===== src/sv/tbba_pkg.sv =====
package tbba_pkg;

  localparam int CoordWidth    = 32;
  localparam int FracBits      = 16;
  localparam int NumAxes       = 3;
  localparam int AxisWidth     = 2;
  localparam int ProdWidth     = 2 * CoordWidth;
  localparam int TermWidth     = ProdWidth - FracBits;
  localparam int SumWidth      = TermWidth + 2;
  localparam int DataWidth     = 32;
  localparam int AddrWidth     = 5;
  localparam int RegIndexWidth = AddrWidth - 2;

  localparam logic [AxisWidth-1:0] AxisNone = 2'd3;

  localparam logic [RegIndexWidth-1:0] RegLocalMinX = 3'd0;
  localparam logic [RegIndexWidth-1:0] RegLocalMinY = 3'd1;
  localparam logic [RegIndexWidth-1:0] RegLocalMinZ = 3'd2;
  localparam logic [RegIndexWidth-1:0] RegLocalMaxX = 3'd3;
  localparam logic [RegIndexWidth-1:0] RegLocalMaxY = 3'd4;
  localparam logic [RegIndexWidth-1:0] RegLocalMaxZ = 3'd5;

  typedef logic signed [CoordWidth-1:0] coord_t;

  typedef struct packed {
    coord_t [NumAxes-1:0] lo;
    coord_t [NumAxes-1:0] hi;
  } box_t;

  typedef struct packed {
    logic [AxisWidth-1:0] axis;
    coord_t [NumAxes-1:0] coef;
    coord_t               offset;
    logic                 start;
    logic                 contribute;
  } row_t;

endpackage


===== src/sv/tbba_queue.sv =====
module tbba_queue (
  input  logic           clk_i,
  input  logic           rst_ni,
  input  logic           push_i,
  input  tbba_pkg::row_t row_i,
  output logic           full_o,
  input  logic           pop_i,
  output logic           valid_o,
  output tbba_pkg::row_t row_o
);
  import tbba_pkg::*;

  localparam int Depth    = 2;
  localparam int PtrWidth = $clog2(Depth);
  localparam int CntWidth = $clog2(Depth + 1);

  row_t                mem_q [Depth];
  logic [PtrWidth-1:0] wr_ptr_q, wr_ptr_d;
  logic [PtrWidth-1:0] rd_ptr_q, rd_ptr_d;
  logic [CntWidth-1:0] count_q, count_d;
  logic                push_ok;
  logic                pop_ok;

  assign full_o  = (count_q == CntWidth'(Depth));
  assign valid_o = (count_q != '0);
  assign row_o   = mem_q[rd_ptr_q];
  assign push_ok = push_i && !full_o;
  assign pop_ok  = pop_i && valid_o;

  always_comb begin
    wr_ptr_d = wr_ptr_q;
    rd_ptr_d = rd_ptr_q;
    count_d  = count_q;
    if (push_ok) begin
      wr_ptr_d = (wr_ptr_q == PtrWidth'(Depth - 1)) ? '0 : wr_ptr_q + 1'b1;
    end
    if (pop_ok) begin
      rd_ptr_d = (rd_ptr_q == PtrWidth'(Depth - 1)) ? '0 : rd_ptr_q + 1'b1;
    end
    if (push_ok && !pop_ok) begin
      count_d = count_q + 1'b1;
    end else if (pop_ok && !push_ok) begin
      count_d = count_q - 1'b1;
    end
  end

  always_ff @(posedge clk_i or negedge rst_ni) begin
    if (!rst_ni) begin
      wr_ptr_q <= '0;
      rd_ptr_q <= '0;
      count_q  <= '0;
    end else begin
      wr_ptr_q <= wr_ptr_d;
      rd_ptr_q <= rd_ptr_d;
      count_q  <= count_d;
    end
  end

  always_ff @(posedge clk_i) begin
    if (push_ok) begin
      mem_q[wr_ptr_q] <= row_i;
    end
  end

endmodule


===== config.mk =====
export PLATFORM = sky130hd
export DESIGN_NAME = tbba_queue
export DESIGN_NICKNAME = d
export VERILOG_FILES = /design/src/sv/tbba_pkg.sv /design/src/sv/tbba_queue.sv
export SDC_FILE = /design/constraint.sdc
export NUM_CORES = 1
export LEC_CHECK = 0
export ABC_AREA = 1
export BUFFER_PORTS_ARGS = -buffer_cell sky130_fd_sc_hd__buf_2
export CORE_ASPECT_RATIO = 1.4
export CORE_UTILIZATION = 24
export CTS_CLUSTER_SIZE = 14
export DETAILED_ROUTE_END_ITERATION = 6
export GPL_TIMING_DRIVEN = 0
export SYNTH_ARGS = -nofsm -noshare
export SYNTH_HDL_FRONTEND = slang
export SYNTH_SLANG_ARGS = --single-unit

===== constraint.sdc =====
create_clock -name clk_i -period 10 [get_ports clk_i]
set_input_delay 0.5 -clock clk_i [delete_from_list [all_inputs] [get_ports clk_i]]
set_output_delay 0.5 -clock clk_i [all_outputs]
set_load 0.02 [all_outputs]

==> key figures, run 1 <==
Outcome
  – Status: finished clean

Setup path
  – Crit. End Element: primary output
  – Critical Path Fanout Max: 10
  – Critical Path Source Type: register
  – Arr. time, crit path: 1.89 ns
  – Worst EP required: 9.50 ns
  – Crit Path Class: register to primary output

Yosys
  – Ys async rst share: 1.493%
  – Syn Area/Cell: 13.67 µm²
  – Post-Syn Nets: 858
  – Synth area leader: edfxtp_1
  – Synth top cells by count: nand2_1 (407), edfxtp_1 (264), buf_2 (12), buf_4 (9), buf_6 (8)
  – Top cells by area, synth: edfxtp_1 (80%), nand2_1 (15%), dfrtp_1 (1.0%), buf_6 (0.91%), buf_4 (0.69%)
  – Post-synth cell types: 14
  – Yosys reg bits: 268
  – Synth top area share: 80.41%
  – Post-Syn Instances: 721
  – Seq/Total Area, Yosys: 81.42%
  – Most frequent cell after synthesis: nand2_1
  – Count of flip-flops with a built-in enable after synthesis: 264
  – Synth Flop Type: edfxtp_1
  – Synthesized area: 9859 µm²
  – YS warnings: 0

Clock tree
  – Reg clk slew, reported paths: 0.07 ns
  – H-Tree Depth: 1
  – Clock Latency Late Sink: 0.54 ns
  – CTS root buf: clkbuf_16
  – CTS Sinks: 268
  – CTS tree: built
  – CTS max path bufs: 3
  – CTS Buf Count: 27

Placement
  – Cell Area, Placed: 12030 µm²
  – Placed insts: 1530
  – HPWL after DPL: 16390 µm
  – Input/output buffers: 269
  – GP Congestion: 0.7235

GRT
  – Overall global routing resource usage: 10.84%
  – Initial antenna violation count: 8
  – First-pass GRT wire length: 34800 µm
  – Vias in the first global route: 6189
  – Largest net degree at the start of global routing: 70
  – GR Overflow Total: 0

Die
  – Die Width: 173.3 µm
  – # rows: 87
  – Initial Util: 24.41%
  – Num ports: 270
  – Area of the core: 40390 µm²
  – Die height: 241.8 µm
  – Die area: 41910 µm²

Timing
  – Setup violations, final: 0
  – Layout Skew: 0.01296 ns
  – Slew @ Worst Pin: 0.6772 ns
  – Clock period minus worst slack: 2.386 ns
  – Max frequency: 419.0 MHz
  – RSZ-0062 raised after global routing: no
  – Final hold vios: 0
  – Slew HR: 54.75%
  – Max Slew Vio Count: 0
  – Final worst-path cycle share: 23.86%

Power and ir drop
  – Pwr/cell area: 311.1 nW/µm²
  – Leakage: 5.455 nW
  – Worst VDD drop: 0.1853 mV

Cells and area
  – Final core utilization: 31.85%
  – Layout cells sized above 1: 33.11%
  – Fillers: 3997
  – Final Cell Area: 12860 µm²
  – Final #Nets: 1163
  – Area occupied by multi-input gates: 1589 µm²
  – Finished Layout Cells: 1582
  – Register area: 8028 µm²
  – Area grow syn2layout: 30.46%

Detailed routing
  – Vias per cell: 3.870
  – Number of DRC markers in iteration 0: 282
  – Drt first pass iters: 4
  – Routed Antenna Nets: 0
  – Residual DRC: 0
  – Vias: 6123
  – Routed WL: 23100 µm
  – WL/cell: 14.60 µm

Job
  – MaxCap Viol Count: 0

Min path
  – Hold Path Class: input pin to register
what timing repair did:
item                      in CTS  in global routing
hold buffers                   1                  0
resized for setup              0                  0
hold endpoints to repair       4                  0
buffers inserted               0                  0
worst paths after layout:
check | cells past startpoint | endpoint | start | slack [ns]
worst min register to register | 2 | count_q[1] | count_q[1] | 0.49
worst max register to register | 6 | mem_q[0][103] | count_q[1] | 7.82
worst min-delay path | 1 | mem_q[0][55] | row_i[55] | 0.14
min in group asynchronous | 2 | wr_ptr_q | rst_ni | 0.31
max in group asynchronous | 2 | count_q[0] | rst_ni | 9.57
worst max-delay path | 7 | row_o[53] | rd_ptr_q | 7.61
metal layers:
metal  up-vias  GRT usage (%)  share of wire (%)
met5         -              0               0.16
met4         6          4.243                2.5
met3        34          3.443                7.7
met2       195          19.81                 52
met1      2838          11.44                 38
li1       3050              -                  -
state kept, by name (all words and copies together), names as in the netlist:
register and cells:
wr_ptr_q 1, mem_q 264, rd_ptr_q 1, count_q 2
through the flow:
step | total power [mW] | setup TNS (ns) | hold slack, ns | setup WS, ns
3_3_place_gp | 3.154 | -73.07 | 0.3108 | -0.5740
2_1_floorplan | 2.562 | 0 | 0.2044 | 3.287
3_5_place_dp | 3.135 | 0 | 0.3118 | 7.699
5_1_grt | 4.245 | 0 | 0.1031 | 7.465
4_1_cts | 4.097 | 0 | 0.08935 | 7.494
6_report | 4.001 | 0 | 0.1369 | 7.614
cells by family after synthesis:
kind of cell / count (synthesis) / synth area share (%)
flip-flops: 268 / 81.42
AND/OR/NAND/NOR: 413 / 15.77
XOR/XNOR: 1 / 0.08885
adder cells (fa/ha/maj): 1 / 0.1269
AO/OA/AOI/OAI: 1 / 0.05071
buffers and inverters: 37 / 2.538
report_power, final:
part / leakage, nW / internal, mW / switching (mW) / total [mW]
registers: 2.50 / 1.53 / 0.0526 / 1.58
clock network: 0.407 / 0.521 / 0.415 / 0.937
logic: 2.54 / 0.441 / 1.04 / 1.48
cell type report:
type                            instances  area share [%]
Clock buffer                           29           5.311
Clock inverter                         19           1.031
Sequential cell                       268           62.41
Tap cell                              534           5.195
Buffer                                 29           1.693
Multi-Input combinational cell        416           12.35
Inverter                                8          0.2918
Antenna cell                            3         0.05837
Timing Repair Buffer                  276           11.65
worst max-delay path, stage by stage, from the launching register on:
cell,delay (ns)
dfrtp_1,0.36
buf_4,0.18
inv_4,0.11
buf_6,0.20
buf_6,0.18
nand2_1,0.06
nand2_1,0.06
buf_2,0.17
placed cells by master (no fill, tap or decap), types with 2 or more instances in the layout:
| cell | netlist | routed |
|---|---|---|
| buf_12 | 0 | 3 |
| buf_16 | 0 | 3 |
| buf_2 | 12 | 281 |
| buf_4 | 9 | 9 |
| buf_6 | 8 | 8 |
| clkbuf_1 | 0 | 2 |
| clkbuf_16 | 0 | 27 |
| clkinv_1 | 0 | 7 |
| clkinv_2 | 0 | 6 |
| dfrtp_1 | 4 | 4 |
| diode_2 | 0 | 3 |
| edfxtp_1 | 264 | 264 |
| inv_1 | 7 | 6 |
| inv_6 | 0 | 4 |
| nand2_1 | 407 | 407 |
| nand3_1 | 2 | 2 |
| nor2_1 | 3 | 2 |
Note: power is estimated with default switching activity, not from simulation.
==> run 2: changes to the inputs <==
==> constraint.sdc (replaced) <==
create_clock -name clk_i -period 2.2 [get_ports clk_i]
set_input_delay 0.11 -clock clk_i [delete_from_list [all_inputs] [get_ports clk_i]]
set_output_delay 0.11 -clock clk_i [all_outputs]
set_load 0.02 [all_outputs]
==> run 2 against run 1 <==
Compared with the run above: flip-flop and latch count did not move; utilization rose by 3.6 points; sequential power rose to 4.6 times the previous value; via count rose by 11%; register-to-register slack got worse by 7.6 ns; sequential share of layout area fell by 6.3 points; highest routed layer unchanged; cell count rose by 8.6%.
==> key figures, run 2 (same netlist as run 1, synthesis figures left out) <==
Die
  – Die area: 41910 µm² (unchanged)
  – Area of the core: 40390 µm² (unchanged)
  – Num ports: 270 (unchanged)
  – Die Width: 173.3 µm (unchanged)
  – Die height: 241.8 µm (unchanged)
  – # rows: 87 (unchanged)
  – Initial Util: 24.41% (unchanged)

Min path
  – Hold wc startpoint: row_i[84] (was row_i[55])
  – Hold Path Class: input pin to register (unchanged)

Setup path
  – Critical Path Source Type: register (unchanged)
  – Worst R2R Start: count_q[0] (was count_q[1])
  – Critical Path Fanout Max: 10 (unchanged)
  – Worst Setup SP: rd_ptr_q (unchanged)
  – Crit. End Element: primary output (unchanged)
  – Arr. time, crit path: 1.93 ns (was 1.89 ns)
  – Crit Path Class: register to primary output (unchanged)
  – Worst EP required: 2.09 ns (was 9.50 ns)

Timing
  – RSZ-0062 raised after global routing: no (unchanged)
  – Final hold vios: 0 (unchanged)
  – Slew @ Worst Pin: 0.7695 ns (was 0.6772 ns)
  – Setup violations, final: 0 (unchanged)
  – Worst hold slack: 0.2903 ns (was 0.1369 ns)
  – Clock period minus worst slack: 2.039 ns
  – Max Slew Vio Count: 0 (unchanged)
  – Slew HR: 48.42% (was 54.75%)
  – Final worst-path cycle share: 92.70%
  – Layout Skew: 0.01421 ns (was 0.01296 ns)
  – Max frequency: 490.4 MHz
  – Setup TNS: 0 ns (unchanged)

Cells and area
  – Layout cells sized above 1: 29.75% (was 33.11%)
  – Max FFs per register: 264 (unchanged)
  – Largest registers: mem_q (264), count_q (2) (unchanged)
  – Final Cell Area: 14310 µm² (was 12860 µm²)
  – Area grow syn2layout: 45.09% (was 30.46%)
  – Commonest non-fill, non-tap cell in the layout: nand2_1 (unchanged)
  – Final #Nets: 1303 (was 1163)
  – Fillers: 3930 (was 3997)
  – Finished Layout Cells: 1718 (was 1582)
  – Largest Register: mem_q (unchanged)
  – Most frequent cells in the layout: nand2_1 (406), buf_2 (281), edfxtp_1 (264) (was nand2_1 (407), buf_2 (281), edfxtp_1 (264))

GRT
  – Vias in the first global route: 7001 (was 6189)
  – Initial antenna violation count: 4 (was 8)
  – Overall global routing resource usage: 11.62% (was 10.84%)
  – First-pass GRT wire length: 37580 µm (was 34800 µm)
  – Largest net degree at the start of global routing: 38 (was 70)
  – GR Overflow Total: 0 (unchanged)

Placement
  – HPWL after DPL: 16560 µm (was 16390 µm)
  – GP Congestion: 0.7454 (was 0.7235)
  – Input/output buffers: 269 (unchanged)
  – Cell Area, Placed: 12070 µm² (was 12030 µm²)
  – Placed insts: 1532 (was 1530)

Clock tree
  – CTS Sinks: 268 (unchanged)
  – Clock Latency Late Sink: 0.54 ns (about the same)
  – CTS max path bufs: 3 (unchanged)
  – CTS tree: built (unchanged)
  – Reg clk slew, reported paths: 0.07 ns (about the same)
  – CTS root buf: clkbuf_16 (unchanged)
  – CTS Buf Count: 27 (unchanged)
  – H-Tree Depth: 1 (unchanged)

Detailed routing
  – WL/cell: 14.45 µm (was 14.60 µm)
  – Routed WL: 24820 µm (was 23100 µm)
  – Routed Antenna Nets: 0 (unchanged)
  – Vias per cell: 3.966 (was 3.870)
  – Drt first pass iters: 6 (was 4)
  – Number of DRC markers in iteration 0: 224 (was 282)
  – Residual DRC: 0 (unchanged)
  – Vias: 6813 (was 6123)

Job
  – MaxCap Viol Count: 0 (unchanged)

Power and ir drop
  – Pwr Total: 18.77 mW (was 4.001 mW)
  – Pwr/cell area: 1312 nW/µm² (was 311.1 nW/µm²)
  – Worst VDD drop: 0.7290 mV (was 0.1853 mV)
  – Leakage: 6.039 nW (was 5.455 nW)

Outcome
  – Status: finished clean (unchanged)
[run 2: cell count changes in the layout (fill, tap and decap cells not counted), sizes merged, moves of 4 or more]
cell         change
dlygate4sd3    +135
inv              -4
clkinv           -7
buf              +4
clkbuf           +4
clkinvlp         +4
[run 2: path summary, 6_finish.rpt]
path,endpoint,slack (ns),cells past startpoint
max in group asynchronous,count_q[1],1.53,3
max reg2reg,mem_q[0][46],0.26,4
min,mem_q[1][84],0.29,2
min reg2reg,count_q[1],0.48,2
min in group asynchronous,wr_ptr_q,0.48,3
max,row_o[119],0.16,6
[run 2: cell type report]
| cell class | count | area, µm² | share of cell area, % |
|---|---|---|---|
| timing repair buffer | 415 | 2890 | 20.20 |
| multi-input combinational | 416 | 1602 | 11.20 |
| timing repair inverter | 1 | 5.005 | 0.03499 |
| clock buffer | 33 | 698.2 | 4.881 |
| clock inverter | 13 | 148.9 | 1.041 |
| tap | 534 | 668.1 | 4.671 |
| inverter | 8 | 36.28 | 0.2537 |
| antenna | 1 | 2.502 | 0.01749 |
| buffer | 29 | 226.5 | 1.583 |
| sequential | 268 | 8028 | 56.12 |
[run 2: through the flow]
step                setup WS, ns  util (%)
floorplan                -0.8852         -
global placement          -2.257     29.46
detailed placement       -0.2186     29.88
CTS                      0.02785     35.40
global route            0.002140     35.42
finish                    0.1607     35.42
[run 2: where the power goes]
group | internal (mW) | switching (mW) | leakage [nW]
sequential | 6.94 | 0.247 | 2.50
clock | 2.60 | 1.86 | 0.408
combinational | 2.23 | 4.89 | 3.13
total | 11.8 | 6.99 | 6.04
[run 2: timing repair]
item | in CTS | in global routing
pin swaps | 1 | 0
buffers inserted | 2 | 0
cloned | 1 | 0
hold endpoints to repair | 271 | 0
hold buffers | 136 | 0
gates resized for setup | 1 | 1
setup endpoints to repair | 67 | 1
[run 2: worst max-delay path, cell delays in order (launching register included)]
cell     delay (ns)
dfrtp_1        0.36
buf_4          0.20
inv_4          0.15
buf_2          0.30
nand2_1        0.09
nand2_1        0.08
buf_2          0.19
[run 2: layer usage]
layer / up-vias / global-route usage (%) / part of all wire, %
li1: 3328 / - / -
met5: - / 0 / 0.15
met4: 6 / 4.997 / 3.5
met2: 214 / 21.07 / 51
met3: 55 / 2.673 / 5.4
met1: 3210 / 12.89 / 40
