===== src/sv/tbba_pkg.sv =====
package tbba_pkg;

  localparam int CoordWidth    = 32;
  localparam int FracBits      = 16;
  localparam int NumAxes       = 3;
  localparam int AxisWidth     = 2;
  localparam int ProdWidth     = 2 * CoordWidth;
  localparam int TermWidth     = ProdWidth - FracBits;
  localparam int SumWidth      = TermWidth + 2;
  localparam int DataWidth     = 32;
  localparam int AddrWidth     = 5;
  localparam int RegIndexWidth = AddrWidth - 2;

  localparam logic [AxisWidth-1:0] AxisNone = 2'd3;

  localparam logic [RegIndexWidth-1:0] RegLocalMinX = 3'd0;
  localparam logic [RegIndexWidth-1:0] RegLocalMinY = 3'd1;
  localparam logic [RegIndexWidth-1:0] RegLocalMinZ = 3'd2;
  localparam logic [RegIndexWidth-1:0] RegLocalMaxX = 3'd3;
  localparam logic [RegIndexWidth-1:0] RegLocalMaxY = 3'd4;
  localparam logic [RegIndexWidth-1:0] RegLocalMaxZ = 3'd5;

  typedef logic signed [CoordWidth-1:0] coord_t;

  typedef struct packed {
    coord_t [NumAxes-1:0] lo;
    coord_t [NumAxes-1:0] hi;
  } box_t;

  typedef struct packed {
    logic [AxisWidth-1:0] axis;
    coord_t [NumAxes-1:0] coef;
    coord_t               offset;
    logic                 start;
    logic                 contribute;
  } row_t;

endpackage


===== src/sv/tbba_front.sv =====
module tbba_front (
  input  logic                           clk_i,
  input  logic                           rst_ni,
  input  logic                           psel,
  input  logic                           penable,
  input  logic                           pwrite,
  input  logic [tbba_pkg::AddrWidth-1:0] paddr,
  input  logic [tbba_pkg::DataWidth-1:0] pwdata,
  output logic [tbba_pkg::DataWidth-1:0] prdata,
  output logic                           pready,
  input  logic                           in_valid_i,
  output logic                           in_ready_o,
  input  logic [tbba_pkg::AxisWidth-1:0] axis_i,
  input  tbba_pkg::coord_t               coef_x_i,
  input  tbba_pkg::coord_t               coef_y_i,
  input  tbba_pkg::coord_t               coef_z_i,
  input  tbba_pkg::coord_t               offset_i,
  input  logic                           start_new_i,
  output logic                           q_push_o,
  output tbba_pkg::row_t                 q_row_o,
  input  logic                           q_full_i,
  output tbba_pkg::box_t                 box_o
);
  import tbba_pkg::*;

  box_t                     box_q;
  logic [RegIndexWidth-1:0] reg_idx;
  logic                     wr_en;
  logic                     box_ok;

  assign pready  = 1'b1;
  assign reg_idx = paddr[AddrWidth-1:2];
  assign wr_en   = psel && penable && pwrite;

  always_ff @(posedge clk_i or negedge rst_ni) begin
    if (!rst_ni) begin
      box_q <= '0;
    end else if (wr_en) begin
      unique case (reg_idx)
        RegLocalMinX: box_q.lo[0] <= pwdata;
        RegLocalMinY: box_q.lo[1] <= pwdata;
        RegLocalMinZ: box_q.lo[2] <= pwdata;
        RegLocalMaxX: box_q.hi[0] <= pwdata;
        RegLocalMaxY: box_q.hi[1] <= pwdata;
        RegLocalMaxZ: box_q.hi[2] <= pwdata;
        default: ;
      endcase
    end
  end

  always_comb begin
    unique case (reg_idx)
      RegLocalMinX: prdata = box_q.lo[0];
      RegLocalMinY: prdata = box_q.lo[1];
      RegLocalMinZ: prdata = box_q.lo[2];
      RegLocalMaxX: prdata = box_q.hi[0];
      RegLocalMaxY: prdata = box_q.hi[1];
      RegLocalMaxZ: prdata = box_q.hi[2];
      default:      prdata = '0;
    endcase
  end

  // an inverted box contributes no corners
  always_comb begin
    box_ok = 1'b1;
    for (int i = 0; i < NumAxes; i++) begin
      if ($signed(box_q.lo[i]) > $signed(box_q.hi[i])) box_ok = 1'b0;
    end
  end

  assign box_o              = box_q;
  assign in_ready_o         = !q_full_i;
  assign q_push_o           = in_valid_i;
  assign q_row_o.axis       = axis_i;
  assign q_row_o.coef[0]    = coef_x_i;
  assign q_row_o.coef[1]    = coef_y_i;
  assign q_row_o.coef[2]    = coef_z_i;
  assign q_row_o.offset     = offset_i;
  assign q_row_o.start      = start_new_i;
  assign q_row_o.contribute = box_ok && (axis_i != AxisNone);

endmodule


===== config.mk =====
export PLATFORM = sky130hd
export DESIGN_NAME = tbba_front
export DESIGN_NICKNAME = d
export VERILOG_FILES = /design/src/sv/tbba_pkg.sv /design/src/sv/tbba_front.sv
export SDC_FILE = /design/constraint.sdc
export NUM_CORES = 1
export LEC_CHECK = 0
export CAP_MARGIN = 20
export CELL_PAD_IN_SITES_DETAIL_PLACEMENT = 1
export CELL_PAD_IN_SITES_GLOBAL_PLACEMENT = 2
export CORE_AREA = 3 3 206 208
export DETAILED_ROUTE_END_ITERATION = 6
export DIE_AREA = 0 0 209 211
export DONT_BUFFER_PORTS = 1
export PLACE_DENSITY_LB_ADDON = 0.1
export SYNTH_ARGS = -nofsm -noshare
export SYNTH_HDL_FRONTEND = slang
export SYNTH_SLANG_ARGS = --single-unit

===== constraint.sdc =====
create_clock -name clk_i -period 8.8 [get_ports clk_i]
set_input_delay 1.76 -clock clk_i [delete_from_list [all_inputs] [get_ports clk_i]]
set_output_delay 1.76 -clock clk_i [all_outputs]
set_load 0.1 [all_outputs]

==> results of run 1 <==
## logic make-up (layout without fill, tap and decap cells)
logic type	Yosys count	after routing	synth area share (%)
flops	192	192	42.2
simple gates	215	215	8.92
compound gates	265	265	14.6
other cells	1	1	0.0329
mux	98	98	9.68
buf+inv	288	167	14.1
fa+ha+maj	96	96	10.5
## power by group through the flow
| stage | Clock, mW | Sequential [mW] | Combinational [mW] |
|---|---|---|---|
| floorplan | 0 | 2.64 | 0.976 |
| global placement | 0 | 2.74 | 0.923 |
| detailed placement | 0 | 2.74 | 0.930 |
| CTS | 0.899 | 2.72 | 0.938 |
| global route | 0.929 | 2.75 | 1.03 |
| finish | 0.858 | 2.71 | 0.915 |
## stage by stage
stage	utilization (%)	power, mW	std cells
floorplan	-	3.61	1155
global placement	27.5	3.67	1534
detailed placement	27.5	3.67	1534
CTS	28.9	4.56	1566
global route	28.9	4.70	1566
finish	28.9	4.48	1566
## synthesized netlist by cell type (2+ instances only)
master	n	share of area, %
a21o_1	9	0.59
a21oi_1	34	1.5
a221o_1	3	0.26
a221oi_1	12	0.92
a22oi_1	70	4.6
and2_1	2	0.11
and3b_1	2	0.15
buf_2	20	0.88
buf_4	133	8.8
clkbuf_1	26	0.86
clkinv_1	2	0.066
dfrtp_1	192	42
ha_1	96	11
inv_1	105	3.5
mux2_2	96	9.5
nand2_1	132	4.3
nand3_1	31	1.4
nand4_1	16	0.88
nor2_1	10	0.33
nor2_2	2	0.11
nor2b_1	2	0.11
nor3b_2	3	0.33
nor4_1	5	0.27
o21ai_0	118	5.2
o221ai_1	10	0.77
or3_1	2	0.11
## worst max-delay path by stage
stage / from / endpoint / cells past startpoint
5_1_grt: box_o[45] / q_row_o[0] / 10
6_report: box_o[41] / q_row_o[0] / 9
2_1_floorplan: box_o[57] / q_row_o[0] / 8
3_5_place_dp: paddr[4] / prdata[23] / 4
4_1_cts: box_o[47] / q_row_o[0] / 10
3_3_place_gp: paddr[4] / prdata[15] / 4
## worst reg2reg max path, stage by stage, from the launching register on
cell     delay [ps]
dfrtp_1         940
inv_1           290
o21ai_0         230
## final cells by class
cell class | count | area (um2) | area share [%]
Tap cell | 532 | 666 | 5.65
Timing Repair Buffer | 27 | 203 | 1.72
Clock buffer | 26 | 469 | 3.98
Sequential cell | 192 | 4800 | 40.8
Multi-Input combinational cell | 675 | 5110 | 43.4
Inverter | 108 | 405 | 3.44
Clock inverter | 6 | 130 | 1.10
## layer usage
metal	share of wire [%]	track usage (%)
met5	0	0
met4	0.93	4.13
met3	8.9	8.70
met2	49	34.0
met1	41	24.7
==> results.json, run 1 <==
{
  "antenna_found_initial": 0,
  "clockBufferDepth": 2,
  "rows": 74,
  "coreArea_um2": 40700,
  "ys_async_sr_fraction_pct": 100,
  "crit_chain": "inv_1, ha_1, nand4_1, nor4_1, a32o_1, a2111oi_1, mux2_1, a211oi_4, buf_4",
  "die-area_um2": 44100,
  "slew_viol_final": 0,
  "worst-slew-pin-transition_ps": 1120,
  "setup_violations": 0,
  "synth-edff-count": 0,
  "holdPathEnd": "box_o[176]",
  "path_clk_slew_ps": 70,
  "cp.arrival_ps": 4510,
  "period_needed_ps": 6270,
  "avgSynthCellArea_um2": 9.86,
  "cpPeakStageDelay_ps": 940,
  "cts_buffers": 17,
  "finalHoldViolCount": 0,
  "area_growth_pct": 3.49,
  "largest_reg_flops": 192,
  "synth.distinct_cells": 48,
  "seq_power_share_pct": 60.5,
  "relSlewSlack_pct": 25.0,
  "p_leak_nw": 5.38,
  "pwr-share-comb_pct": 20.4,
  "path_delay_family": "simple AND/OR/NAND/NOR gates",
  "place_ws_ps": 2840,
  "dieHeight_um": 211,
  "hold_path_startpoint": "box_o[176]",
  "root_buffer": "clkbuf_16",
  "nFillCells": 4641,
  "drc_errors": 0,
  "hold-worst-slack_ps": 886,
  "p_sw_share_pct": 59.3,
  "grt_pass1_wl_mm": 64.6,
  "syn_inst": 1155,
  "crit_fanout": 3,
  "crit_buf_inv": 2,
  "start_kind": "flop",
  "holdCritPathClass": "flop to flop",
  "layout_commonest_cell": "dfrtp_1",
  "seq_area_frac_synth_pct": 42.2,
  "syn_area_um2": 11400,
  "ff2ff_path_depth": 2,
  "ys.flop_type": "dfrtp_1",
  "cts_tree": "built",
  "first_global_vias": 8808,
  "syn-num-nets": 1426,
  "reg2reg_slack_ps": 7270,
  "final_nets": 1292,
  "fin_area_um2": 11800,
  "via_per_inst": 5.24,
  "path_class": "flop to primary output",
  "status": "completed",
  "via_count": 8212,
  "ir_drop_uv": 156,
  "clock-sinks": 192,
  "drive_above_1_share_pct": 16.9,
  "grt-ovfl-total": 0,
  "p_sw_mw": 2.66,
  "grt_setup_unrepaired": "false",
  "cts_max_level": 4,
  "end_kind": "primary output",
  "skew_ps": 0,
  "grt_use_total_pct": 20.4,
  "postCtsHoldBufs": 0,
  "cp.required_ps": 7040,
  "drv_cap": 0,
  "yosys_warnings": 0,
  "place.detailed.hpwl_mm": 31.2,
  "drtAntennaViolNets": 0,
  "cts_resized": 0,
  "grt_max_degree": 193,
  "fin_tns_setup_ps": 0,
  "io_pins": 534,
  "power_frac_clock_pct": 19.1,
  "intPower_mw": 1.82,
  "num_antenna_cells": 0,
  "routabilityCongestion": 0.727,
  "dpl_cell_area_um2": 11200,
  "critPathSlowestCell": "dfrtp_1",
  "fin_ws_ps": 2530,
  "wl_mm": 44.7,
  "post_drt_wl_per_cell_um": 28.6,
  "start_util_pct": 28.0,
  "rr_endpoint": "box_o[41]",
  "first_pass_iters": 4,
  "power_density_nw_per_um2": 380,
  "layout_common_cells": "dfrtp_1, nand2_1, o21ai_0, inv_1",
  "ys_ff_latch": 192,
  "reg2reg_from": "box_o[41]",
  "drt_iter0_drc": 372,
  "hold_depth": 2,
  "portBuffers": 0,
  "period_share_pct": 71.2,
  "die_w_um": 209,
  "fmaxAchievable_mhz": 160,
  "post_cts_buffers": 0,
  "clk_latency_ps": 480
}
No activity file was read; power rests on OpenSTA's default activity.
==> run 2: changes to the inputs <==
--- a/config.mk
+++ b/config.mk
@@ -8,9 +8,9 @@
 export CAP_MARGIN = 20
 export CELL_PAD_IN_SITES_DETAIL_PLACEMENT = 1
 export CELL_PAD_IN_SITES_GLOBAL_PLACEMENT = 2
-export CORE_AREA = 3 3 206 208
+export CORE_AREA = 3 3 208 210
 export DETAILED_ROUTE_END_ITERATION = 6
-export DIE_AREA = 0 0 209 211
+export DIE_AREA = 0 0 211 213
 export DONT_BUFFER_PORTS = 1
 export PLACE_DENSITY_LB_ADDON = 0.1
 export SYNTH_ARGS = -nofsm -noshare
==> constraint.sdc (replaced) <==
create_clock -name clk_i -period 5.8 [get_ports clk_i]
set_input_delay 1.16 -clock clk_i [delete_from_list [all_inputs] [get_ports clk_i]]
set_output_delay 1.16 -clock clk_i [all_outputs]
set_load 0.1 [all_outputs]
==> results.json, run 2 (synthesis gave the netlist of run 1 again) <==
{
  "via_per_inst": 4.99,
  "grt_use_met2_pct": 34.2,
  "fin_tns_setup_ps": 0,
  "multi_input_area_um2": 5110,
  "cp.required_ps": 4640,
  "design_power_total_mw": 7.22,
  "ir_drop_uv": 187,
  "final_cells": 1763,
  "worst-slew-pin-transition_ps": 1120,
  "crit_fanout": 4,
  "cts_buffers": 17,
  "skew_ps": 0,
  "area_growth_pct": 16.1,
  "post_cts_buffers": 0,
  "layout_commonest_cell": "buf_4",
  "path_class": "flop to primary output",
  "drt_iter0_drc": 300,
  "setup_violations": 0,
  "grt_use_met1_pct": 25.5,
  "period_needed_ps": 5240,
  "path_clk_slew_ps": 80,
  "clk_latency_ps": 490,
  "grt-ovfl-total": 0,
  "fmaxAchievable_mhz": 191,
  "holdCritPathClass": "input port to async pin",
  "wl_mm": 45.9,
  "largest_reg_flops": 192,
  "coreArea_um2": 41800,
  "p_leak_nw": 6.31,
  "cp.arrival_ps": 4080,
  "seq_area_um2": 4800,
  "grt_use_total_pct": 20.6,
  "grt_max_degree": 193,
  "first_global_vias": 9326,
  "nFillCells": 4768,
  "drtAntennaViolNets": 0,
  "post_drt_wl_per_cell_um": 26.1,
  "dp.cells": 1732,
  "power_density_nw_per_um2": 546,
  "io_pins": 534,
  "grtUsageMet3_pct": 6.77,
  "die-area_um2": 44900,
  "routabilityCongestion": 0.759,
  "antenna_found_initial": 0,
  "hold-worst-slack_ps": 362,
  "final_nets": 1483,
  "start_util_pct": 27.3,
  "drc_errors": 0,
  "layout_common_cells": "buf_4, dfrtp_1, nand2_1, o21ai_0, inv_1",
  "num_antenna_cells": 0,
  "via_count": 8799,
  "slew_viol_final": 0,
  "cts_resized": 0,
  "postCtsHoldBufs": 0,
  "rows": 75,
  "cts_tree": "built",
  "portBuffers": 0,
  "start_kind": "flop",
  "place.detailed.hpwl_mm": 33.4,
  "finalHoldViolCount": 0,
  "clock-sinks": 192,
  "status": "completed",
  "relSlewSlack_pct": 25.4,
  "first_pass_iters": 5,
  "period_share_pct": 90.3,
  "clockBufferDepth": 2,
  "grt_pass1_wl_mm": 66.1,
  "grt_most_used_layer": "met2",
  "grt_setup_unrepaired": "false",
  "drive_above_1_share_pct": 30.4,
  "die_w_um": 211,
  "end_kind": "primary output",
  "root_buffer": "clkbuf_16",
  "cts_max_level": 4,
  "dieHeight_um": 213,
  "drv_cap": 0
}
==> run 2: cell count changes in the layout (fill, tap and decap cells not counted), moves of 2 or more <==
cell | previous run | this run
buf_4 | 27 | 217
bufinv_16 | 4 | 1
clkbuf_1 | 8 | 1
clkbuf_8 | 1 | 5
clkinv_4 | 0 | 2
clkinvlp_4 | 0 | 3
==> run 2: final timing paths <==
check / from / cells after the start / endpoint / slack [ps]
setup reg to reg: box_o[128] / 2 / box_o[128] / 4350
min in group clk_i: box_o[44] / 2 / box_o[44] / 570
max in group asynchronous: rst_ni / 0 / box_o[179] / 5050
hold / removal: rst_ni / 0 / box_o[42] / 360
setup / recovery: box_o[183] / 9 / q_row_o[0] / 560
hold reg to reg: box_o[44] / 2 / box_o[44] / 570
==> run 2: final cells by class <==
class,count,area share [%]
clock inverters,8,0.606
multi-input cells,675,38.7
inverters,108,3.07
clock buffers,23,3.77
repair buffers,218,12.5
well taps,539,5.10
flip-flops and latches,192,36.3
==> run 2: worst max-delay path: stages, from the launching register on <==
cell	delay, ps
dfrtp_1	760
ha_1	500
nand2_1	80
nor4_1	770
a221oi_1	200
o21ai_0	310
or3_1	210
nand3_1	160
a211oi_4	250
buf_4	330
==> run 2: per-stage QoR <==
stage	setup WS, ps	area (um2)	utilization, %
finish	563	13200	31.7
global route	376	13200	31.7
CTS	523	13200	31.7
detailed placement	1100	12600	30.3
global placement	1160	12600	30.3
floorplan	505	11400	-
==> run 2: report_power, final <==
part | switching, mW | total (mW) | internal [mW]
Combinational | 3.32 | 4.13 | 0.813
Clock | 0.591 | 1.24 | 0.646
Sequential | 0.232 | 1.85 | 1.62
Total | 4.14 | 7.22 | 3.08
==> run 2: per-layer routing <==
metal | vias to the layer above | part of all wire, %
met1 | 4411 | 42
met5 | - | 0.098
met3 | 72 | 7.2
met2 | 285 | 48
met4 | 2 | 2.0
li1 | 4029 | -
==> run 3: changes to the inputs <==
==> constraint.sdc (replaced) <==
create_clock -name clk_i -period 5.8 [get_ports clk_i]
set_input_delay 0.29 -clock clk_i [delete_from_list [all_inputs] [get_ports clk_i]]
set_output_delay 0.29 -clock clk_i [all_outputs]
set_load 0.1 [all_outputs]
==> results.json, run 3 (synthesis gave the netlist of run 1 again) <==
{
  "status": "completed",
  "worst-slew-pin-transition_ps": 1110,
  "coreArea_um2": 41800,
  "skew_ps": 0,
  "cp.required_ps": 5510,
  "place.detailed.hpwl_mm": 32.5,
  "die-area_um2": 44900,
  "end_kind": "primary output",
  "dieHeight_um": 213,
  "drv_cap": 0,
  "grt-ovfl-total": 0,
  "period_needed_ps": 4740,
  "p_leak_nw": 5.80,
  "wl_mm": 46.5,
  "drt_iter0_drc": 393,
  "grt_max_degree": 193,
  "clock-sinks": 192,
  "clockBufferDepth": 2,
  "num_antenna_cells": 0,
  "cts_tree": "built",
  "post_drt_wl_per_cell_um": 28.1,
  "slew_viol_final": 0,
  "path_class": "flop to primary output",
  "first_global_vias": 9163,
  "cp.arrival_ps": 4450,
  "antenna_found_initial": 2,
  "holdCritPathClass": "input port to flop",
  "via_count": 8500,
  "drtAntennaViolNets": 0,
  "layout_commonest_cell": "dfrtp_1",
  "area_growth_pct": 10.5,
  "period_share_pct": 81.7,
  "io_pins": 534,
  "rows": 75,
  "largest_reg_flops": 192,
  "grt_use_total_pct": 20.9,
  "cts_buffers": 17,
  "post_cts_buffers": 0,
  "fin_tns_setup_ps": 0,
  "drive_above_1_share_pct": 20.7,
  "relSlewSlack_pct": 25.6,
  "clk_latency_ps": 490,
  "routabilityCongestion": 0.752,
  "via_per_inst": 5.14,
  "grt_setup_unrepaired": "false",
  "fmaxAchievable_mhz": 211,
  "grt_pass1_wl_mm": 66.5,
  "crit_fanout": 3,
  "finalHoldViolCount": 0,
  "start_kind": "flop",
  "cts_resized": 0,
  "path_clk_slew_ps": 80,
  "utilization_pct": 30.1,
  "layout_common_cells": "dfrtp_1, nand2_1, o21ai_0, inv_1",
  "postCtsHoldBufs": 34,
  "die_w_um": 211,
  "setup_violations": 0,
  "root_buffer": "clkbuf_16",
  "power_density_nw_per_um2": 563,
  "final_nets": 1375,
  "start_util_pct": 27.3,
  "drc_errors": 0,
  "portBuffers": 0,
  "first_pass_iters": 4,
  "cts_max_level": 4,
  "ir_drop_uv": 282
}
## run 3: critical path, stage by stage (launching register included)
cell      delay [ps]
dfrtp_1          940
inv_1            200
ha_1             380
nand4_1          160
nor4_1           840
a221oi_1         250
o21ai_0          260
or3_1            180
nand3_1          160
a211oi_4         250
buf_4            330
## run 3: worst paths after layout
check	startpoint	to	slack, ps	depth (start not counted)
worst min-delay path	paddr[4]	box_o[96]	430	4
worst min register to register	box_o[44]	box_o[44]	580	2
worst max register to register	box_o[57]	box_o[57]	4310	2
worst max-delay path	box_o[94]	q_row_o[0]	1060	10
min in group asynchronous	rst_ni	box_o[106]	550	2
max in group asynchronous	rst_ni	box_o[148]	4490	2
## run 3: stage by stage
| step | std cells | hold slack [ps] | worst slack [ps] | area [um2] | power [mW] |
|---|---|---|---|---|---|
| floorplan | 1155 | -5.59 | 1380 | 11400 | 5.48 |
| global placement | 1589 | 0.220 | 1730 | 11600 | 5.69 |
| detailed placement | 1590 | -0.723 | 1680 | 11600 | 5.72 |
| CTS | 1655 | 403 | 1100 | 12600 | 7.20 |
| global route | 1655 | 442 | 912 | 12600 | 7.44 |
| finish | 1655 | 430 | 1060 | 12600 | 7.09 |
## run 3: area by class of cell
type                            count  area (um2)
Tap cell                          539         674
Sequential cell                   192        4800
Clock inverter                     11         186
Fill cell                        4711       29200
Clock buffer                       20         457
Timing Repair Buffer              110         948
Inverter                          108         405
Multi-Input combinational cell    675        5110
## run 3: per-layer routing
metal  vias to the layer above  part of all wire (%)  global-route usage [%]  wire length, um
met5                         -                  0.12                   0.647               58
met4                         4                   1.8                    6.10              845
met3                        66                   7.4                    7.42             3460
met2                       277                    48                    34.1            22200
met1                      4325                    43                    26.0            19900
li1                       3828                     -                       -                -
## run 3: report_power, final
part           internal, mW  switching [mW]
Combinational         0.578            1.63
Sequential             1.58            1.93
Clock                 0.782           0.590
